`config.mk`:
```
export PLATFORM = sky130hd
export DESIGN_NAME = touch_strip_position_tracker_flat
export DESIGN_NICKNAME = d
export VERILOG_FILES = /design/src/hw/rtl/tspt_pkg.sv /design/src/hw/rtl/tspt_req_intf.sv /design/src/hw/rtl/tspt_rsp_intf.sv /design/src/hw/rtl/touch_strip_position_tracker.sv /design/src/flat_wrapper.sv
export VERILOG_INCLUDE_DIRS = /design/src /design/src/hw/rtl
export SDC_FILE = /design/constraint.sdc
export NUM_CORES = 1
export LEC_CHECK = 0
export ABC_AREA = 0
export BUFFER_PORTS_ARGS = -buffer_cell sky130_fd_sc_hd__buf_2
export CAP_MARGIN = 5
export CORE_MARGIN = 2
export CORE_UTILIZATION = 56
export CTS_BUF_LIST = sky130_fd_sc_hd__clkbuf_16
export DETAILED_ROUTE_END_ITERATION = 8
export PLACE_DENSITY_LB_ADDON = 0.1
export SYNTH_ARGS = -nofsm -noshare
export SYNTH_HDL_FRONTEND = slang
export SYNTH_SLANG_ARGS = --single-unit
```
`constraint.sdc`:
```
create_clock -name clock -period 7.1 [get_ports clock]
set_clock_uncertainty 0.15 [all_clocks]
set_input_delay 1.065 -clock clock [delete_from_list [all_inputs] [get_ports clock]]
set_output_delay 1.065 -clock clock [all_outputs]
set_load 0.05 [all_outputs]
```
`src/hw/rtl/touch_strip_position_tracker_defines.svh`:
```
// Assertion macros for the touch strip position tracker.
`ifndef TOUCH_STRIP_POSITION_TRACKER_DEFINES_SVH
`define TOUCH_STRIP_POSITION_TRACKER_DEFINES_SVH

`ifndef ASSERT_OFF
// Check that cond holds at every clock edge outside reset.
`define TSPT_ASSERT_ALWAYS(lbl, cond, msg) \
   lbl: assert property (@(posedge clock) disable iff (reset) (cond)) else $error(msg);
// Check that cons holds whenever ante holds.
`define TSPT_ASSERT_IMPLY(lbl, ante, cons, msg) \
   lbl: assert property (@(posedge clock) disable iff (reset) (ante) |-> (cons)) \
      else $error(msg);
// Check that cons holds in the cycle after ante.
`define TSPT_ASSERT_NEXT(lbl, ante, cons, msg) \
   lbl: assert property (@(posedge clock) disable iff (reset) (ante) |=> (cons)) \
      else $error(msg);
`else
`define TSPT_ASSERT_ALWAYS(lbl, cond, msg)
`define TSPT_ASSERT_IMPLY(lbl, ante, cons, msg)
`define TSPT_ASSERT_NEXT(lbl, ante, cons, msg)
`endif

`endif

```
`src/hw/rtl/tspt_pkg.sv`:
```
// Types and constants shared by the touch strip position tracker files.
package tspt_pkg;

   localparam int IDX_W   = 5;
   localparam int POS_W   = 7;
   localparam int STATE_W = 2;

   typedef logic [IDX_W-1:0]          idx_type;
   typedef logic signed [POS_W-1:0]   pos_type;
   typedef logic [STATE_W-1:0]        state_code_type;

   typedef enum logic [STATE_W-1:0] {
      MODE_EMPTY  = 2'd0,
      MODE_SINGLE = 2'd1,
      MODE_DOUBLE = 2'd2
   } mode_type;

   localparam logic OP_TOUCH   = 1'b0;
   localparam logic OP_RELEASE = 1'b1;

   // Position reported when no electrode is held.
   localparam pos_type POS_NONE = {POS_W{1'b1}};

   typedef struct packed {
      pos_type        position;
      state_code_type touch_state;
   } result_type;

endpackage

```
`src/hw/rtl/tspt_req_intf.sv`:
```
// Request channel: touch or release events.
interface tspt_req_intf;
   logic              valid;
   logic              ready;
   logic              opcode;
   tspt_pkg::idx_type electrode;

   modport source (output valid, output opcode, output electrode, input ready);
   modport sink   (input valid, input opcode, input electrode, output ready);
endinterface

```
`src/hw/rtl/tspt_rsp_intf.sv`:
```
// Result channel: tracking state and position.
interface tspt_rsp_intf;
   logic                     valid;
   logic                     ready;
   tspt_pkg::pos_type        position;
   tspt_pkg::state_code_type touch_state;

   modport source (output valid, output position, output touch_state, input ready);
   modport sink   (input valid, input position, input touch_state, output ready);
endinterface

```
`src/hw/rtl/touch_strip_position_tracker.sv`:
```
// Touch strip position tracker: event decode, tracking state and result buffer.
// One request (touch or release of one electrode) yields one result: the
// tracking state after the event and the position in half-electrode steps
// (twice the index for a single touch, the sum of both held indices for a double
// touch, -1 when nothing is held). The tracking state updates in the cycle a
// request is taken and its result goes into the result buffer, so one request
// per clock is accepted. A two-entry result buffer sets the stall behavior:
// requests keep flowing until two results wait unread. Events on electrodes at
// or above ELECTRODES leave the state unchanged and report it as it stands.
`include "touch_strip_position_tracker_defines.svh"

module touch_strip_position_tracker #(
   parameter int ELECTRODES = 32
) (
   input  logic           clock,
   input  logic           reset,
   tspt_req_intf.sink     req_bus,
   tspt_rsp_intf.source   rsp_bus
);

   // Tracking state
   tspt_pkg::mode_type mode_ff, mode_in;
   tspt_pkg::idx_type  newest_ff, newest_in;
   tspt_pkg::idx_type  older_ff, older_in;

   // Result buffer: entry 0 is the head
   tspt_pkg::result_type slot_ff [2];
   tspt_pkg::result_type slot_in [2];
   logic [1:0]           count_ff, count_in;

   logic                 push, pop;
   logic                 on_strip;
   logic [tspt_pkg::IDX_W:0] e_x, n_x, lo_x, hi_x;
   tspt_pkg::result_type new_result;

   assign req_bus.ready = (count_ff != 2'd2);
   assign push          = req_bus.valid && req_bus.ready;
   assign pop           = rsp_bus.valid && rsp_bus.ready;
   assign on_strip      = (32'(req_bus.electrode) < 32'(ELECTRODES));

   // Widen indices by one bit so neighbor compares do not wrap
   assign e_x  = {1'b0, req_bus.electrode};
   assign n_x  = {1'b0, newest_ff};
   assign lo_x = (newest_ff < older_ff) ? {1'b0, newest_ff} : {1'b0, older_ff};
   assign hi_x = (newest_ff < older_ff) ? {1'b0, older_ff}  : {1'b0, newest_ff};

   // Next tracking state for the incoming event
   always_comb begin
      mode_in   = mode_ff;
      newest_in = newest_ff;
      older_in  = older_ff;
      if (push && on_strip) begin
         if (req_bus.opcode == tspt_pkg::OP_TOUCH) begin
            case (mode_ff)
               tspt_pkg::MODE_EMPTY: begin
                  newest_in = req_bus.electrode;
                  mode_in   = tspt_pkg::MODE_SINGLE;
               end
               tspt_pkg::MODE_SINGLE: begin
                  newest_in = req_bus.electrode;
                  if ((e_x + 1'b1 == n_x) || (e_x == n_x + 1'b1)) begin
                     older_in = newest_ff;
                     mode_in  = tspt_pkg::MODE_DOUBLE;
                  end
               end
               tspt_pkg::MODE_DOUBLE: begin
                  newest_in = req_bus.electrode;
                  if ((e_x + 1'b1 == lo_x) || (e_x == hi_x + 1'b1)) begin
                     older_in = newest_ff;
                  end else begin
                     mode_in = tspt_pkg::MODE_SINGLE;
                  end
               end
               default: begin
                  mode_in = mode_ff;
               end
            endcase
         end else begin
            case (mode_ff)
               tspt_pkg::MODE_SINGLE: begin
                  if (req_bus.electrode == newest_ff) begin
                     mode_in = tspt_pkg::MODE_EMPTY;
                  end
               end
               tspt_pkg::MODE_DOUBLE: begin
                  if (req_bus.electrode == older_ff) begin
                     mode_in = tspt_pkg::MODE_SINGLE;
                  end else if (req_bus.electrode == newest_ff) begin
                     newest_in = older_ff;
                     mode_in   = tspt_pkg::MODE_SINGLE;
                  end
               end
               default: begin
                  mode_in = mode_ff;
               end
            endcase
         end
      end
   end

   // Form the result from the updated state
   always_comb begin
      new_result.touch_state = tspt_pkg::state_code_type'(mode_in);
      case (mode_in)
         tspt_pkg::MODE_SINGLE: begin
            new_result.position = tspt_pkg::pos_type'({1'b0, newest_in, 1'b0});
         end
         tspt_pkg::MODE_DOUBLE: begin
            new_result.position = tspt_pkg::pos_type'(newest_in) +
                                  tspt_pkg::pos_type'(older_in);
         end
         default: begin
            new_result.position = tspt_pkg::POS_NONE;
         end
      endcase
   end

   // Advance the result buffer
   always_comb begin
      slot_in[0] = slot_ff[0];
      slot_in[1] = slot_ff[1];
      count_in   = count_ff;
      case ({push, pop})
         2'b10: begin
            if (count_ff == 2'd0) begin
               slot_in[0] = new_result;
            end else begin
               slot_in[1] = new_result;
            end
            count_in = count_ff + 2'd1;
         end
         2'b01: begin
            slot_in[0] = slot_ff[1];
            count_in   = count_ff - 2'd1;
         end
         2'b11: begin
            if (count_ff == 2'd1) begin
               slot_in[0] = new_result;
            end else begin
               slot_in[0] = slot_ff[1];
               slot_in[1] = new_result;
            end
         end
         default: begin
            count_in = count_ff;
         end
      endcase
   end

   // Hold control state under reset
   always_ff @(posedge clock) begin
      if (reset) begin
         mode_ff  <= tspt_pkg::MODE_EMPTY;
         count_ff <= 2'd0;
      end else begin
         mode_ff  <= mode_in;
         count_ff <= count_in;
      end
   end

   // Payload registers
   always_ff @(posedge clock) begin
      newest_ff  <= newest_in;
      older_ff   <= older_in;
      slot_ff[0] <= slot_in[0];
      slot_ff[1] <= slot_in[1];
   end

   assign rsp_bus.valid       = (count_ff != 2'd0);
   assign rsp_bus.position    = slot_ff[0].position;
   assign rsp_bus.touch_state = slot_ff[0].touch_state;

   // Checks
   `TSPT_ASSERT_ALWAYS(a_count_range, count_ff != 2'd3, "result buffer overfilled")
   `TSPT_ASSERT_IMPLY(a_pair_distinct, mode_ff == tspt_pkg::MODE_DOUBLE,
      newest_ff != older_ff, "held pair repeats an index")
   `TSPT_ASSERT_NEXT(a_push_fills, push && !pop, count_ff == $past(count_ff) + 2'd1,
      "accepted request not buffered")
   `TSPT_ASSERT_IMPLY(a_empty_pos,
      rsp_bus.valid && rsp_bus.touch_state == tspt_pkg::state_code_type'(tspt_pkg::MODE_EMPTY),
      rsp_bus.position == tspt_pkg::POS_NONE, "empty result with a position")

endmodule

```
`src/flat_wrapper.sv`:
```
// flat-port wrapper written by rule: the top's interface ports become plain ports
module touch_strip_position_tracker_flat 
#(
   parameter int ELECTRODES = 32
)
  (clock, reset, req_bus_valid, req_bus_opcode, req_bus_electrode, req_bus_ready, rsp_bus_valid, rsp_bus_position, rsp_bus_touch_state, rsp_bus_ready);
  tspt_req_intf req_bus_i ();
  tspt_rsp_intf rsp_bus_i ();
  input  logic clock;
  input  logic reset;
  input wire logic [$bits(req_bus_i.valid)-1:0] req_bus_valid;
  input wire logic [$bits(req_bus_i.opcode)-1:0] req_bus_opcode;
  input wire logic [$bits(req_bus_i.electrode)-1:0] req_bus_electrode;
  output wire logic [$bits(req_bus_i.ready)-1:0] req_bus_ready;
  output wire logic [$bits(rsp_bus_i.valid)-1:0] rsp_bus_valid;
  output wire logic [$bits(rsp_bus_i.position)-1:0] rsp_bus_position;
  output wire logic [$bits(rsp_bus_i.touch_state)-1:0] rsp_bus_touch_state;
  input wire logic [$bits(rsp_bus_i.ready)-1:0] rsp_bus_ready;
  assign req_bus_i.valid = req_bus_valid;
  assign req_bus_i.opcode = req_bus_opcode;
  assign req_bus_i.electrode = req_bus_electrode;
  assign req_bus_ready = req_bus_i.ready;
  assign rsp_bus_valid = rsp_bus_i.valid;
  assign rsp_bus_position = rsp_bus_i.position;
  assign rsp_bus_touch_state = rsp_bus_i.touch_state;
  assign rsp_bus_i.ready = rsp_bus_ready;
  touch_strip_position_tracker #(.ELECTRODES(ELECTRODES)) u_core (.clock(clock), .reset(reset), .req_bus(req_bus_i), .rsp_bus(rsp_bus_i));
endmodule
```
==> flow_metrics.tcl, run 1 <==
set metrics [dict create \
    critPathSlowestCell "dfxtp_1" \
    p_leak_nw 1.30 \
    drtAntennaViolNets 0 \
    tns_ns 0 \
    holdWs_ns 0.383 \
    syn_area_um2 2940 \
    post_route_cells_drive_above_1_share 0.124 \
    cp.arrival_ns 5.44 \
    layout_min_cycle_time_ns 5.57 \
    ir_drop_mv 0.240 \
    startpoint_type "flip-flop" \
    n_fill_cell 458 \
    syn_nets 374 \
    relSlewSlack 0.544 \
    crit_chain "ha_1, a21oi_1, o21ai_4, a21oi_2, mux2_4, ha_1, xnor2_1, xnor2_1, nand4_1, a211o_1, a21boi_2, o21ba_2, a22o_1, ha_1, inv_1, fa_1, inv_1, a21o_1, a21oi_1, xnor2_1, a221o_1, a22oi_1, o21ai_1" \
    antenna_found_initial 0 \
    crit_type "flip-flop to flip-flop" \
    die_h_um 76.4 \
    placed_cell_area_um2 2970 \
    io_pins 21 \
    grt_pass1_vias 2210 \
    cts.sinks 32 \
    slew_violations 0 \
    cts.clk_slew.worst_paths_ns 0.05 \
    drt_iter0_markers 209 \
    ctsHoldBuffers 0 \
    htreeDepth 2 \
    syn_area_per_cell_um2 8.66 \
    design_area_um2 3110 \
    fp.dieW_um 76.4 \
    grt_max_degree 15 \
    dieArea_um2 5840 \
    dp.cells 401 \
    grt_pass1_wl_mm 11.2 \
    synth_cell_types 54 \
    hold_path.class "flip-flop to flip-flop" \
    root_buffer "clkbuf_16" \
    cts.repair.resized 0 \
    drtPass1Iterations 5 \
    run_status "complete, no violations" \
    cp_slowest_stage_delay_ns 0.61 \
    ys_top_cells_by_count "24 x ha_1, 23 x inv_1, 22 x nand2_1, 22 x xnor2_1, 21 x nor2_1" \
    numPortBuffers 20 \
    p_total_mw 1.23 \
    gr-total-overflow 0 \
    wl_per_cell_um 16.0 \
    cp_num_buf_inv 2 \
    clk_latency_ns 0.27 \
    synth_top_cell_by_area "edfxtp_1" \
    synth_cells 339 \
    finalWorstSetupSlack_ns 1.53 \
    dp_hpwl_mm 4.90 \
    tritoncts "yes" \
    synth_warnings 0 \
    synth.most_common_cell "ha_1" \
    synth_edf_count 18 \
    cpLargestDelayFamily "compound AO/OA/AOI/OAI gates" \
    finalHoldViolCount 0 \
    power_density_nw_per_um2 395 \
    synth_area_leaders "edfxtp_1 18%, ha_1 10%, dfxtp_1 9.5%" \
    vias 2408 \
    rsz0062_at_grt "no" \
    async_flop_share 0 \
    pre_cts_ws_ns 1.59 \
    tightest_slew_ns 0.682 \
    antenna_cells 0 \
    fin_nets 373 \
    synth_seq_cells 32 \
    wirelength_mm 6.56 \
    route.detailed.drc 0 \
    synth_top_cell_area_share 0.184 \
    required_ns 6.97 \
    max_freq_mhz 179 \
    synth_seq_area_share 0.280 \
    postCtsSetupBuffers 0 \
    drv_cap 0 \
    viasPerCell 5.89 \
    clockBufferDepth 2 \
    gp_congestion 0.859 \
    rows 26 \
    cts-buffers-inserted 5 \
    post-route-util 0.613 \
    area_growth_pct 5.92 \
    grt.total_usage 0.237 \
    cp_max_fo 14 \
    start_util 0.578 \
    final_cells 409 \
    end_kind "flip-flop" \
    setup_viol 0 \
    synthFlopType "edfxtp_1" \
    period_share 0.785 \
    core_um2 5070 \
]
## final cells by class
| cell class | instances | area, µm² | share of cell area |
|---|---|---|---|
| tap | 70 | 87.6 | 0.0282 |
| sequential | 32 | 821 | 0.264 |
| inverter | 23 | 86.3 | 0.0278 |
| clock buffer | 5 | 125 | 0.0402 |
| timing repair buffer | 22 | 115 | 0.0370 |
| multi-input combinational | 254 | 1860 | 0.598 |
| clock inverter | 3 | 13.8 | 0.00443 |
## kinds of logic after synthesis
| group | synth area share |
|---|---|
| buffers and inverters | 0.0865 |
| adders and majority gates | 0.109 |
| and+or+nand+nor | 0.139 |
| AOI/OAI and AO/OA | 0.236 |
| xor gates and xnor gates | 0.0955 |
| muxes | 0.0541 |
| DFF | 0.280 |
## metal layers
metal / GRT usage / up-vias / part of all wire
li1: - / 1200 / -
met1: 0.369 / 1140 / 0.50
met2: 0.346 / 65 / 0.44
met3: 0.0450 / 3 / 0.049
met4: 0.0364 / 0 / 0.0032
met5: 0 / - / 0
## worst min-delay path, stage by stage, from the launching register on
cell and delay, ns:
dfxtp_1 0.31, inv_1 0.09, a211oi_1 0.08
## path summary, 6_finish.rpt
kind              cells after the start                 from  slack (ns)              endpoint
setup reg to reg                     23  u_core.newest_ff[2]        1.53  u_core.slot_ff[0][6]
hold / removal                        2   u_core.count_ff[1]        0.38    u_core.count_ff[1]
setup / recovery                     23  u_core.newest_ff[2]        1.53  u_core.slot_ff[0][6]
hold reg to reg                       2   u_core.count_ff[1]        0.38    u_core.count_ff[1]
## power by group
group | leakage, nW | switching [mW] | internal, mW
logic | 0.939 | 0.434 | 0.245
clock network | 0.0710 | 0.0720 | 0.127
registers | 0.285 | 0.0590 | 0.291
## cell usage in the layout, fill, tap and decap left out, types with 2 or more instances in the layout
cell / synthesis / layout
a211o_1: 2 / 2
a211oi_1: 2 / 2
a21o_1: 6 / 6
a21oi_1: 14 / 14
a21oi_2: 2 / 2
a221o_1: 5 / 5
a22o_1: 5 / 5
a22oi_1: 7 / 7
a31oi_1: 4 / 4
and2_1: 2 / 2
and3_1: 3 / 3
buf_2: 5 / 20
buf_4: 9 / 2
clkbuf_16: 0 / 5
clkinv_2: 0 / 2
dfxtp_1: 14 / 14
edfxtp_1: 18 / 18
ha_1: 24 / 24
inv_1: 23 / 23
mux2i_1: 13 / 13
nand2_1: 22 / 22
nand2b_1: 6 / 6
nand3_1: 9 / 9
nand4_1: 5 / 5
nor2_1: 21 / 21
nor2b_1: 5 / 5
nor3_1: 3 / 3
o211ai_1: 5 / 5
o21ai_0: 20 / 20
o21ai_1: 9 / 9
o2bb2ai_1: 5 / 5
or2_2: 2 / 2
or3_1: 2 / 2
xnor2_1: 22 / 22
xor2_1: 10 / 10
## registers in the layout, summed over array words and instances, names as in the netlist
register,flops
u_core.count_ff,2
u_core.newest_ff,5
u_core.mode_ff,2
u_core.slot_ff,18
u_core.older_ff,5
No activity file was read; power rests on OpenSTA's default activity.
==> run 2: changes to the inputs <==
--- a/config.mk
+++ b/config.mk
@@ -6,7 +6,7 @@
 export SDC_FILE = /design/constraint.sdc
 export NUM_CORES = 1
 export LEC_CHECK = 0
-export ABC_AREA = 0
+export ABC_AREA = 1
 export BUFFER_PORTS_ARGS = -buffer_cell sky130_fd_sc_hd__buf_2
 export CAP_MARGIN = 5
 export CORE_MARGIN = 2
==> constraint.sdc (replaced) <==
create_clock -name clock -period 5.35 [get_ports clock]
set_clock_uncertainty 0.15 [all_clocks]
set_input_delay 0.8025 -clock clock [delete_from_list [all_inputs] [get_ports clock]]
set_output_delay 0.8025 -clock clock [all_outputs]
set_load 0.05 [all_outputs]
==> run 2 against run 1 <==
Cell count up 21%. Sequential share of layout area down 1.3 points. Critical endpoint is now u_core.slot_ff[0][7]. Largest cell class unchanged. Register-to-register slack worse by 1.0 ns. Non-clock buffer count unchanged. Global-route usage up 2.2 points. Critical path type unchanged.
==> flow_metrics.tcl, run 2 <==
set metrics [dict create \
    run_status "complete, no violations" \
    io_pins 21 \
    syn_area_um2 3040 \
    htreeDepth 2 \
    antenna_found_initial 0 \
    core_um2 5170 \
    synth_seq_cells 32 \
    gp_congestion 0.937 \
    rsz0062_at_grt "no" \
    viasPerCell 5.48 \
    synth_top_cell_area_share 0.178 \
    die_h_um 77.7 \
    relSlewSlack 0.398 \
    top_register "u_core.slot_ff" \
    largest_reg_flops 18 \
    cp_max_fo 13 \
    r2r_setup_slack_ns 0.49 \
    wl_per_cell_um 14.8 \
    grt_max_degree 14 \
    synth_cell_types 45 \
    tns_ns 0 \
    cts.repair.resized 0 \
    cp.arrival_ns 4.74 \
    synth_warnings 0 \
    r2r_end "u_core.slot_ff[0][7]" \
    cts-buffers-inserted 5 \
    end_kind "flip-flop" \
    drv_cap 0 \
    holdCritStartpoint "u_core.slot_ff[0][16]" \
    dieArea_um2 6030 \
    dp_hpwl_mm 5.70 \
    root_buffer "clkbuf_16" \
    synth.most_common_cell "nand2_1" \
    period_share 0.908 \
    synth_seq_area_share 0.270 \
    syn_area_per_cell_um2 7.31 \
    finalHoldViolCount 0 \
    fp.dieW_um 77.7 \
    synth_area_leaders "edfxtp_1 18%, nand2_1 12%, ha_1 9.9%" \
    grt.total_usage 0.259 \
    cts.sinks 32 \
    vias 2718 \
    required_ns 5.23 \
    crit_type "flip-flop to flip-flop" \
    tritoncts "yes" \
    fin_nets 460 \
    gr-total-overflow 0 \
    synth_edf_count 18 \
    ys_top_cells_by_count "101 x nand2_1, 47 x inv_1, 31 x a21oi_1" \
    wirelength_mm 7.32 \
    ctsHoldBuffers 0 \
    whs_endpoint "u_core.slot_ff[0][7]" \
    final_common_cell "nand2_1" \
    synthFlopType "edfxtp_1" \
    grt_pass1_wl_mm 12.3 \
    clk_latency_ns 0.27 \
    drtPass1Iterations 4 \
    route.detailed.drc 0 \
    synth_top_cell_by_area "edfxtp_1" \
    setup_viol 0 \
    reg2reg_from "u_core.older_ff[4]" \
    clockBufferDepth 2 \
    cts.clk_slew.worst_paths_ns 0.05 \
    drtAntennaViolNets 0 \
    startpoint_type "flip-flop" \
    post_route_cells_drive_above_1_share 0.162 \
    pre_cts_ws_ns 0.483 \
    layout_min_cycle_time_ns 4.86 \
    area_growth_pct 7.66 \
    worstHoldPathCells 2 \
    hold_path.class "flip-flop to flip-flop" \
    largestRegisters "u_core.slot_ff (18), u_core.newest_ff (5), u_core.older_ff (5)" \
    antenna_cells 0 \
    tightest_slew_ns 0.904 \
    start_util 0.588 \
    drt_iter0_markers 236 \
    slew_violations 0 \
    mostFrequentLayoutCells "101 x nand2_1, 47 x inv_1, 31 x a21oi_1, 28 x nand3_1, 25 x o21ai_0" \
    numPortBuffers 20 \
    reg2regPathDepth 24 \
    async_flop_share 0 \
    grt_pass1_vias 2561 \
    syn_nets 451 \
    rows 26 \
    finalWorstSetupSlack_ns 0.493 \
    synth_cells 416 \
    max_freq_mhz 206 \
    postCtsSetupBuffers 0 \
]
run 2: worst max path at each step:
stage	from	endpoint	slack [ns]	cells past startpoint
5_1_grt	u_core.older_ff[4]	u_core.slot_ff[0][7]	0.02	25
3_5_place_dp	u_core.older_ff[3]	u_core.slot_ff[0][7]	0.48	26
6_report	u_core.older_ff[4]	u_core.slot_ff[0][7]	0.49	24
2_1_floorplan	u_core.older_ff[4]	u_core.slot_ff[0][7]	1.17	29
3_3_place_gp	u_core.older_ff[3]	u_core.slot_ff[0][7]	0.51	26
4_1_cts	u_core.older_ff[3]	u_core.slot_ff[0][7]	0.47	26
run 2: worst max-delay path: stages (launching register included):
cell and delay [ns]:
dfxtp_1 0.38, inv_1 0.15, ha_1 0.38, a21oi_4 0.27
nand3_4 0.21, nand2_1 0.12, nand2_1 0.11, ha_1 0.33
xnor2_1 0.14, nand3_1 0.10, nor2_2 0.12, nand2_2 0.06
o21bai_4 0.28, o211ai_1 0.15, a22oi_1 0.31, ha_1 0.34
a21oi_1 0.16, inv_1 0.05, a31oi_1 0.18, or2_2 0.15
a21boi_0 0.07, o21ai_0 0.14, nand3_1 0.11, nand2_1 0.08
nand2_1 0.05
run 2: layout make-up:
| cell class | instances | area [µm²] |
|---|---|---|
| Multi-Input combinational cell | 310 | 1880 |
| Clock inverter | 3 | 42.5 |
| Inverter | 54 | 203 |
| Sequential cell | 32 | 822 |
| Timing Repair Buffer | 22 | 115 |
| Clock buffer | 5 | 125 |
| Tap cell | 70 | 87.6 |
| Fill cell | 491 | 1900 |
run 2: cell families (layout without fill, tap and decap cells):
family | Yosys count | count (layout) | synth area share
and+or+nand+nor | 185 | 185 | 0.297
AOI/OAI and AO/OA | 80 | 80 | 0.158
buffers and inverters | 74 | 84 | 0.112
DFF | 32 | 32 | 0.270
adders and majority gates | 25 | 25 | 0.105
xor gates and xnor gates | 20 | 20 | 0.0576
run 2: routing by layer:
| layer | vias up | track usage | part of all wire |
|---|---|---|---|
| met3 | 18 | 0.0477 | 0.058 |
| met4 | 0 | 0.0536 | 0.023 |
| li1 | 1395 | - | - |
| met2 | 83 | 0.414 | 0.44 |
| met5 | - | 0 | 0 |
| met1 | 1222 | 0.367 | 0.48 |
run 2: metrics by stage:
stage               hold slack [ns]  std cells  utilization  area (µm²)
floorplan                     0.344        416            -        3040
global placement              0.350        488        0.600        3100
detailed placement            0.360        488        0.600        3100
CTS                           0.373        496        0.632        3270
global route                  0.389        496        0.633        3270
finish                        0.367        496        0.633        3270
Power of run 2 is not shown: default switching activity piles up to over one toggle a cycle in this logic, so the estimate is an artifact.
